--- src/sv/ttrc_pkg.sv ---
// Shared constants and the modulo-65535 fold for the three-term recurrence checksum.
// No dependencies; used by ttrc_term and three_term_recurrence_checksum_core.
`default_nettype none

package ttrc_pkg;

  localparam int unsigned BYTE_W = 8;
  localparam int unsigned TERM_W = 16;
  localparam int unsigned PLUS_W = 25;   // (byte + alpha) * curr, 9 x 16 bits
  localparam int unsigned MINUS_W = 24;  // beta * prev, 8 x 16 bits

  localparam logic [BYTE_W-1:0] FIRST_OFFSET = 8'd7;
  localparam logic [BYTE_W-1:0] ALPHA_MULT = 8'd17;
  localparam logic [BYTE_W-1:0] BETA_MULT = 8'd31;
  localparam logic [TERM_W-1:0] MODULUS = 16'hFFFF;
  localparam logic [TERM_W-1:0] TERM_RESET = 16'd1;

  // 2^16 == 1 mod 65535: fold the high bits onto the low half twice.
  function automatic logic [TERM_W-1:0] mod_m(input logic [PLUS_W-1:0] x);
    logic [16:0] s1;
    logic [16:0] s2;
    s1 = {1'b0, x[15:0]} + {8'b0, x[24:16]};
    s2 = {1'b0, s1[15:0]} + {16'b0, s1[16]};
    return (s2[15:0] == MODULUS) ? '0 : s2[15:0];
  endfunction

endpackage

`default_nettype wire

--- src/sv/three_term_recurrence_checksum_core.sv ---
// Three-term recurrence checksum core: byte stream in, one checksum per message out.
// The last byte is held in the input register, then the recurrence update loads the output
// register when it is empty or being read. Throughput: one byte per cycle, unless an unread
// checksum stalls a last byte; set by the combinational multiply-subtract-fold loop on curr/prev.
// Reset (rst, synchronous): terms to 1, position 0, awaiting the first byte, no output.
// Depends on ttrc_pkg and ttrc_term.
`default_nettype none

module three_term_recurrence_checksum_core (
  input  wire logic        clk,
  input  wire logic        rst,
  input  wire logic        s_tvalid,
  output logic             s_tready,
  input  wire logic [7:0]  s_tdata,   // [7:0] data_byte
  input  wire logic        s_tlast,   // last_byte
  output logic             m_tvalid,
  input  wire logic        m_tready,
  output logic      [15:0] m_tdata    // [15:0] checksum
);

  // input register
  logic v1;
  logic l1;
  logic [ttrc_pkg::BYTE_W-1:0] b1;

  // recurrence state
  logic [ttrc_pkg::TERM_W-1:0] curr;
  logic [ttrc_pkg::TERM_W-1:0] prev;
  logic [ttrc_pkg::BYTE_W-1:0] pos;
  logic in_msg;

  logic adv;
  logic [ttrc_pkg::TERM_W-1:0] term;
  logic [ttrc_pkg::TERM_W-1:0] curr_next;

  assign adv = v1 && (!l1 || !m_tvalid || m_tready);
  assign s_tready = !v1 || adv;

  ttrc_term u_term (
    .data_byte(b1),
    .pos(pos),
    .curr(curr),
    .prev(prev),
    .term(term)
  );

  assign curr_next = in_msg ? term : (16'(b1) + 16'(ttrc_pkg::FIRST_OFFSET));

  always_ff @(posedge clk) begin
    if (rst) begin
      v1 <= 1'b0;
    end else if (s_tvalid && s_tready) begin
      v1 <= 1'b1;
    end else if (adv) begin
      v1 <= 1'b0;
    end
  end

  always_ff @(posedge clk) begin
    if (s_tvalid && s_tready) begin
      b1 <= s_tdata;
      l1 <= s_tlast;
    end
  end

  always_ff @(posedge clk) begin
    if (rst) begin
      curr <= ttrc_pkg::TERM_RESET;
      prev <= ttrc_pkg::TERM_RESET;
      pos <= '0;
      in_msg <= 1'b0;
    end else if (adv) begin
      if (l1) begin
        curr <= ttrc_pkg::TERM_RESET;
        prev <= ttrc_pkg::TERM_RESET;
        pos <= '0;
        in_msg <= 1'b0;
      end else begin
        curr <= curr_next;
        prev <= in_msg ? curr : ttrc_pkg::TERM_RESET;
        pos <= pos + 8'd1;
        in_msg <= 1'b1;
      end
    end
  end

  always_ff @(posedge clk) begin
    if (rst) begin
      m_tvalid <= 1'b0;
    end else if (adv && l1) begin
      m_tvalid <= 1'b1;
    end else if (m_tready) begin
      m_tvalid <= 1'b0;
    end
  end

  always_ff @(posedge clk) begin
    if (adv && l1) begin
      m_tdata <= curr_next;
    end
  end

  // checks
  a_rearm: assert property (@(posedge clk) disable iff (rst) adv && l1 |=> !in_msg)
    else $error("not rearmed after last byte");
  a_pos_idle: assert property (@(posedge clk) disable iff (rst) !in_msg |-> pos == 8'd0)
    else $error("position nonzero while awaiting first byte");
  a_term_range: assert property (@(posedge clk) disable iff (rst)
      in_msg |-> curr != ttrc_pkg::MODULUS)
    else $error("term out of range");
  a_out_src: assert property (@(posedge clk) disable iff (rst)
      $rose(m_tvalid) |-> $past(adv && l1))
    else $error("checksum without last byte");

endmodule

`default_nettype wire

--- src/sv/ttrc_term.sv ---
// Next-term logic of the recurrence: ((byte + alpha) * curr - beta * prev) mod 65535,
// with a negative difference of magnitude d mapped to (1 - d) mod 65535. Depends on ttrc_pkg.
`default_nettype none

module ttrc_term (
  input  wire logic [ttrc_pkg::BYTE_W-1:0] data_byte,
  input  wire logic [ttrc_pkg::BYTE_W-1:0] pos,
  input  wire logic [ttrc_pkg::TERM_W-1:0] curr,
  input  wire logic [ttrc_pkg::TERM_W-1:0] prev,
  output logic      [ttrc_pkg::TERM_W-1:0] term
);

  logic [ttrc_pkg::BYTE_W-1:0] alpha;
  logic [ttrc_pkg::BYTE_W-1:0] beta;
  logic [ttrc_pkg::BYTE_W:0] weight;
  logic [ttrc_pkg::PLUS_W-1:0] plus;
  logic [ttrc_pkg::MINUS_W-1:0] minus;
  logic [ttrc_pkg::PLUS_W-1:0] minus_ext;
  logic neg;
  logic [ttrc_pkg::PLUS_W-1:0] mag;
  logic [ttrc_pkg::TERM_W-1:0] m;

  assign alpha = 8'(pos * ttrc_pkg::ALPHA_MULT);
  assign beta = 8'(pos * ttrc_pkg::BETA_MULT);
  assign weight = {1'b0, data_byte} + {1'b0, alpha};
  assign plus = 25'(weight) * 25'(curr);
  assign minus = 24'(beta) * 24'(prev);
  assign minus_ext = {1'b0, minus};
  assign neg = plus < minus_ext;
  assign mag = neg ? (minus_ext - plus) : (plus - minus_ext);
  assign m = ttrc_pkg::mod_m(mag);

  always_comb begin
    if (!neg) begin
      term = m;
    end else if (m == 16'd0) begin
      term = 16'd1;
    end else if (m == 16'd1) begin
      term = 16'd0;
    end else begin
      term = 16'(17'h10000 - {1'b0, m});
    end
  end

endmodule

`default_nettype wire

--- config.mk ---
export PLATFORM = sky130hd
export DESIGN_NAME = three_term_recurrence_checksum_core
export DESIGN_NICKNAME = d
export VERILOG_FILES = /design/src/sv/ttrc_pkg.sv /design/src/sv/three_term_recurrence_checksum_core.sv /design/src/sv/ttrc_term.sv
export SDC_FILE = /design/constraint.sdc
export NUM_CORES = 1
export LEC_CHECK = 0
export ABC_AREA = 1
export BUFFER_PORTS_ARGS = -buffer_cell sky130_fd_sc_hd__buf_2
export CORE_MARGIN = 4
export CORE_UTILIZATION = 60
export DETAILED_ROUTE_END_ITERATION = 10
export PLACE_DENSITY = 0.77
export SETUP_SLACK_MARGIN = 0.4
export SLEW_MARGIN = 20
export SYNTH_ARGS = -nofsm -noshare
export SYNTH_HDL_FRONTEND = slang
export SYNTH_HIERARCHICAL = 1
export SYNTH_SLANG_ARGS = --single-unit
--- constraint.sdc ---
create_clock -name clk -period 42.6 [get_ports clk]
set_input_delay 12.78 -clock clk [delete_from_list [all_inputs] [get_ports clk]]
set_output_delay 12.78 -clock clk [all_outputs]
set_load 0.05 [all_outputs]
After elaboration in Yosys (flattened, before gate mapping) --
Cells that the tools add are included.
Cells by class: mux-type cells 15, order comparisons 1, reductions and logical operators 12, $mul 4, add/sub/neg operators 8, equal/unequal tests 2
Operators with widths (count):
- $mux W16 | 8
- $lt A25 B24 Y1 | 1
- $mul A9 B16 Y25 | 1
- $mux W25 | 1
- $sub A24 B25 Y25 | 1
- $sub A25 B24 Y25 | 1
- $mul A8 B16 Y24 | 1
- $add A16 B9 Y17 | 1
- $add A16 B1 Y16 | 1
- $eq A16 B1 Y1 const B | 1
- $eq A16 B16 Y1 const B | 1
- $logic_not A16 Y1 | 1
- $mul A8 B5 Y8 const B | 2
- $sub A1 B16 Y16 const A | 1
- $add A8 B3 Y9 const B | 1
- $add A8 B8 Y9 | 1
- $add A8 B1 Y8 const B | 1
- $mux W8 | 1
- $mux W1 | 5
- $reduce_bool A2 Y1 | 2
- $logic_and A1 B1 Y1 | 3
- $logic_not A1 Y1 | 3
- $logic_or A1 B1 Y1 | 3
Word-level totals: register bits 68, output and inout bits 18, word-level logic and storage cells 51

Logic depth before layout (Yosys ltp) --
depth in word-level cells 15, depth in mapped cells 97, gate-level depth less buffers 92

Hierarchy --
The synthesis kept the hierarchy.
Modules (own cells, without submodules):
- ttrc_term | cells each 1951, sequential area each 0.0 um^2, area each 13440.4 um^2, instances 1
- three_term_recurrence_checksum_core | cells each 307, sequential area each 1611.5 um^2, area each 2755.1 um^2, instances 1

Least setup slack after synthesis --
No wires, ideal clock.
path kind in2out, from in m_tready, to out s_tready, path slack 16465 ps, arrival 13355 ps, stages 2, cell sequence nor2_1 nand3_1
Between the ends: longest elaborated chain between the ends 3
Ends and longest elaborated chain:
- start: declaration | RTL line three_term_recurrence_checksum_core.sv:17 | input wire logic m_tready,
- $logic_or A1 B1 Y1 | RTL line three_term_recurrence_checksum_core.sv:36 | assign adv = v1 && (!l1 || !m_tvalid || m_tready);
- $logic_and A1 B1 Y1 | RTL line three_term_recurrence_checksum_core.sv:36
- $logic_or A1 B1 Y1 | RTL line three_term_recurrence_checksum_core.sv:37 | assign s_tready = !v1 || adv;
- end: declaration | RTL line three_term_recurrence_checksum_core.sv:13 | output logic s_tready,
No other way between the ends.

Final worst setup path --
Same ends and word-level chain as after synthesis.

==> results.rst <==
.. list-table::
   :header-rows: 1

   * - Metric
     - Value
   * - Status
     - complete, no violations
   * - Critical Path End Type
     - primary output
   * - Shortest period the worst path allows
     - 26.19 ns
   * - Antenna violations before repair
     - 0
   * - Total of cells resized after clock tree synthesis
     - 0
   * - Sinks on the clock net
     - 68
   * - Clk pin slew, worst setup/hold paths
     - 0.05 ns
   * - DRC viols
     - 0
   * - Transition time at the pin with the least slew margin
     - 0.941 ns
   * - Post-CTS Repair Setup Buffers
     - 0
   * - Die width
     - 172 µm
   * - GRT Total Usage
     - 0.288
   * - Peak Freq
     - 38.2 MHz
   * - Standard cell area after detailed placement
     - 16500 µm²
   * - Nature of the critical path startpoint
     - primary input
   * - Final net count
     - 2629
   * - Syn-to-layout area delta
     - 3.75%
   * - Met3 routing resource usage after global routing
     - 0.0473
   * - Die Footprint
     - 29700 µm²
   * - HPWL after detailed placement
     - 35000 µm
   * - Total nets after synthesis
     - 2642
   * - Busiest grt layer
     - met2
   * - Clock tree from TritonCTS
     - built
   * - Met1 track demand over resource
     - 0.387
   * - Total via count in the routed design
     - 14281
   * - Worst setup path class
     - in -> out
   * - Clock Latency Late Sink
     - 0.34 ns
   * - Worst clock skew on the final layout
     - 0.00636 ns
   * - Fraction of layout cells with a size suffix above 1
     - 0.0613
   * - Max-Slew Margin vs Limit
     - 0.371
   * - Maximum level of the CTS H-tree
     - 3
   * - Number of buffers created by CTS
     - 9
   * - Post-route fraction of the period consumed by the critical path
     - 0.615
   * - Post-synth top area share
     - 0.245
   * - Largest area contributor in the netlist
     - sky130_fd_sc_hd__fa_1
   * - Proportion of synthesized chip area in sequential cells
     - 0.0995
   * - Largest net degree at the start of global routing
     - 50
   * - Remaining antenna violation count after routing
     - 0
   * - Max-Cap Viols
     - 0
   * - Hold-fix buffers at CTS
     - 0
   * - Fillers
     - 2400
   * - Setup repair after global routing missed its margin
     - false
   * - Overall die height
     - 172 µm
   * - Global-route wire length before repair
     - 68700 µm
   * - Antenna cell count
     - 0
   * - Synthesis Warnings
     - 6
   * - CTS Buffer Depth
     - 2
   * - Mean instance size in the synthesized netlist
     - 7.17 µm²
   * - Final total negative setup slack
     - 0 ns
   * - Final-report hold violation count
     - 0
   * - Number of distinct library cells after synthesis
     - 63
   * - Biggest area contributors in the synthesized netlist
     - sky130_fd_sc_hd__fa_1 (24%), sky130_fd_sc_hd__ha_1 (13%), sky130_fd_sc_hd__nand2_1 (12%), sky130_fd_sc_hd__inv_1 (12%), sky130_fd_sc_hd__dfxtp_1 (5.3%)
   * - Pins over their slew limit
     - 0
   * - WL/cell
     - 16.3 µm
   * - Synthesized netlist cell count
     - 2258
   * - Total number of placement rows
     - 59
   * - Post-synth EDFFs
     - 25
   * - Via count of the first global-routing pass
     - 14094
   * - Worst hold margin
     - 0.561 ns
   * - Core Region
     - 26300 µm²
   * - Clk Tree Root Cell
     - sky130_fd_sc_hd__clkbuf_16
   * - Highest fanout seen on the critical path
     - 3
   * - Share of synthesized registers carrying an async set or reset
     - 0
   * - Port buffer count
     - 30
   * - Data arrival time of the critical path
     - 13.41 ns
   * - Data required, critical path
     - 29.82 ns
   * - Mapped cell area
     - 16200 µm²
   * - Ports placed on the boundary
     - 31
   * - Total of flip-flops plus latches after synthesis
     - 68
   * - Vias per cell
     - 5.52
   * - Final Routed Wirelength
     - 42000 µm
   * - Final setup violation count
     - 0
   * - Total overflow reported by the global router
     - 0
   * - Dominant register cell in the synthesized netlist
     - sky130_fd_sc_hd__dfxtp_1
   * - Weighted congestion at the end of routability-driven global placement
     - 0.980
   * - Effective utilization at floorplan
     - 0.616
   * - Violation count after the first detailed-routing iteration
     - 1221
   * - Worst min-delay path category
     - reg -> reg
   * - Number of optimization iterations in the first detailed-route pass
     - 7
   * - Met2 Use GR
     - 0.491
   * - Summed area of non-filler cells in the final layout
     - 16800 µm²
## sequential cells by signal, summed over array words and instances, names as in the netlist
signal / count
prev: 16
m_tdata: 16
in_msg: 1
curr: 16
v1: 1
l1: 1
m_tvalid: 1
pos: 8
b1: 8
## per-stage QoR
stage / util / worst slack, ns / std cells
final: 0.639 / 16.41 / 2585
after global routing: 0.639 / 16.34 / 2585
after CTS: 0.639 / 16.41 / 2585
after detailed placement: 0.627 / 16.40 / 2569
after global placement: 0.627 / 16.42 / 2569
after floorplan: - / 16.47 / 2258
## cell usage in the layout (no fill, tap or decap), drive strengths merged, types with 8 or more instances in the layout
cell type and count:
nand2 547, ha 173, o21ai 86, nor2 191
edfxtp 25, dfxtp 43, nand4 21, clkbuf 11
o21bai 8, xor2 63, inv 508, nand3 81
buf 33, fa 198, xnor2 29, a21oi 149
or2 11
## worst max-delay path, stage by stage
cell and delay, ns:
sky130_fd_sc_hd__buf_2 0.10, sky130_fd_sc_hd__nor2_1 0.17, sky130_fd_sc_hd__nand3_1 0.13, sky130_fd_sc_hd__buf_2 0.24
## kinds of logic after synthesis
group / after synthesis / synth area share
buffers and inverters: 565 / 0.137
flip-flops: 68 / 0.0995
multiplexers: 1 / 0.000618
AO/OA/AOI/OAI: 292 / 0.105
XOR/XNOR: 92 / 0.0498
adder cells (fa/ha/maj): 371 / 0.378
AND/OR/NAND/NOR: 869 / 0.230
## synth_stat cells, types with 11 or more instances
cell type / number
sky130_fd_sc_hd__nand2_1: 528
sky130_fd_sc_hd__inv_1: 498
sky130_fd_sc_hd__fa_1: 198
sky130_fd_sc_hd__ha_1: 173
sky130_fd_sc_hd__nor2_1: 170
sky130_fd_sc_hd__a21oi_1: 137
sky130_fd_sc_hd__nand3_1: 77
sky130_fd_sc_hd__xor2_1: 63
sky130_fd_sc_hd__o21ai_0: 62
sky130_fd_sc_hd__dfxtp_1: 43
sky130_fd_sc_hd__clkbuf_1: 37
sky130_fd_sc_hd__xnor2_1: 29
sky130_fd_sc_hd__edfxtp_1: 25
sky130_fd_sc_hd__nand4_1: 21
sky130_fd_sc_hd__o21ai_1: 20
sky130_fd_sc_hd__nand2_2: 14
sky130_fd_sc_hd__a21oi_2: 12
sky130_fd_sc_hd__nor2_2: 11
sky130_fd_sc_hd__or2_2: 11
## area by class of cell
class                   count  area, µm²  area share
clock buffers              11        243      0.0144
clock inverters             5       76.3     0.00454
inverters                 508       1910       0.114
multi-input cells        1625      12400       0.736
flip-flops and latches     68       1610      0.0959
well taps                 335        419      0.0249
repair buffers             33        173      0.0103
## worst paths after layout
kind,startpoint,endpoint,slack [ns],cells after the start
worst max register to register,pos[0],curr[1],24.95,86
worst max-delay path,m_tready,s_tready,16.41,4
worst min register to register,prev[10],prev[10],0.56,2
worst min-delay path,prev[10],prev[10],0.56,2
## metal layers
metal  vias up  wire length (µm)
li1       6871                 -
met5         -                 0
met1      6777             18000
met3        82              2990
met4         0               878
met2       551             20200
Power is not shown: default switching activity piles up to over one toggle a cycle in this logic, so the estimate is an artifact.
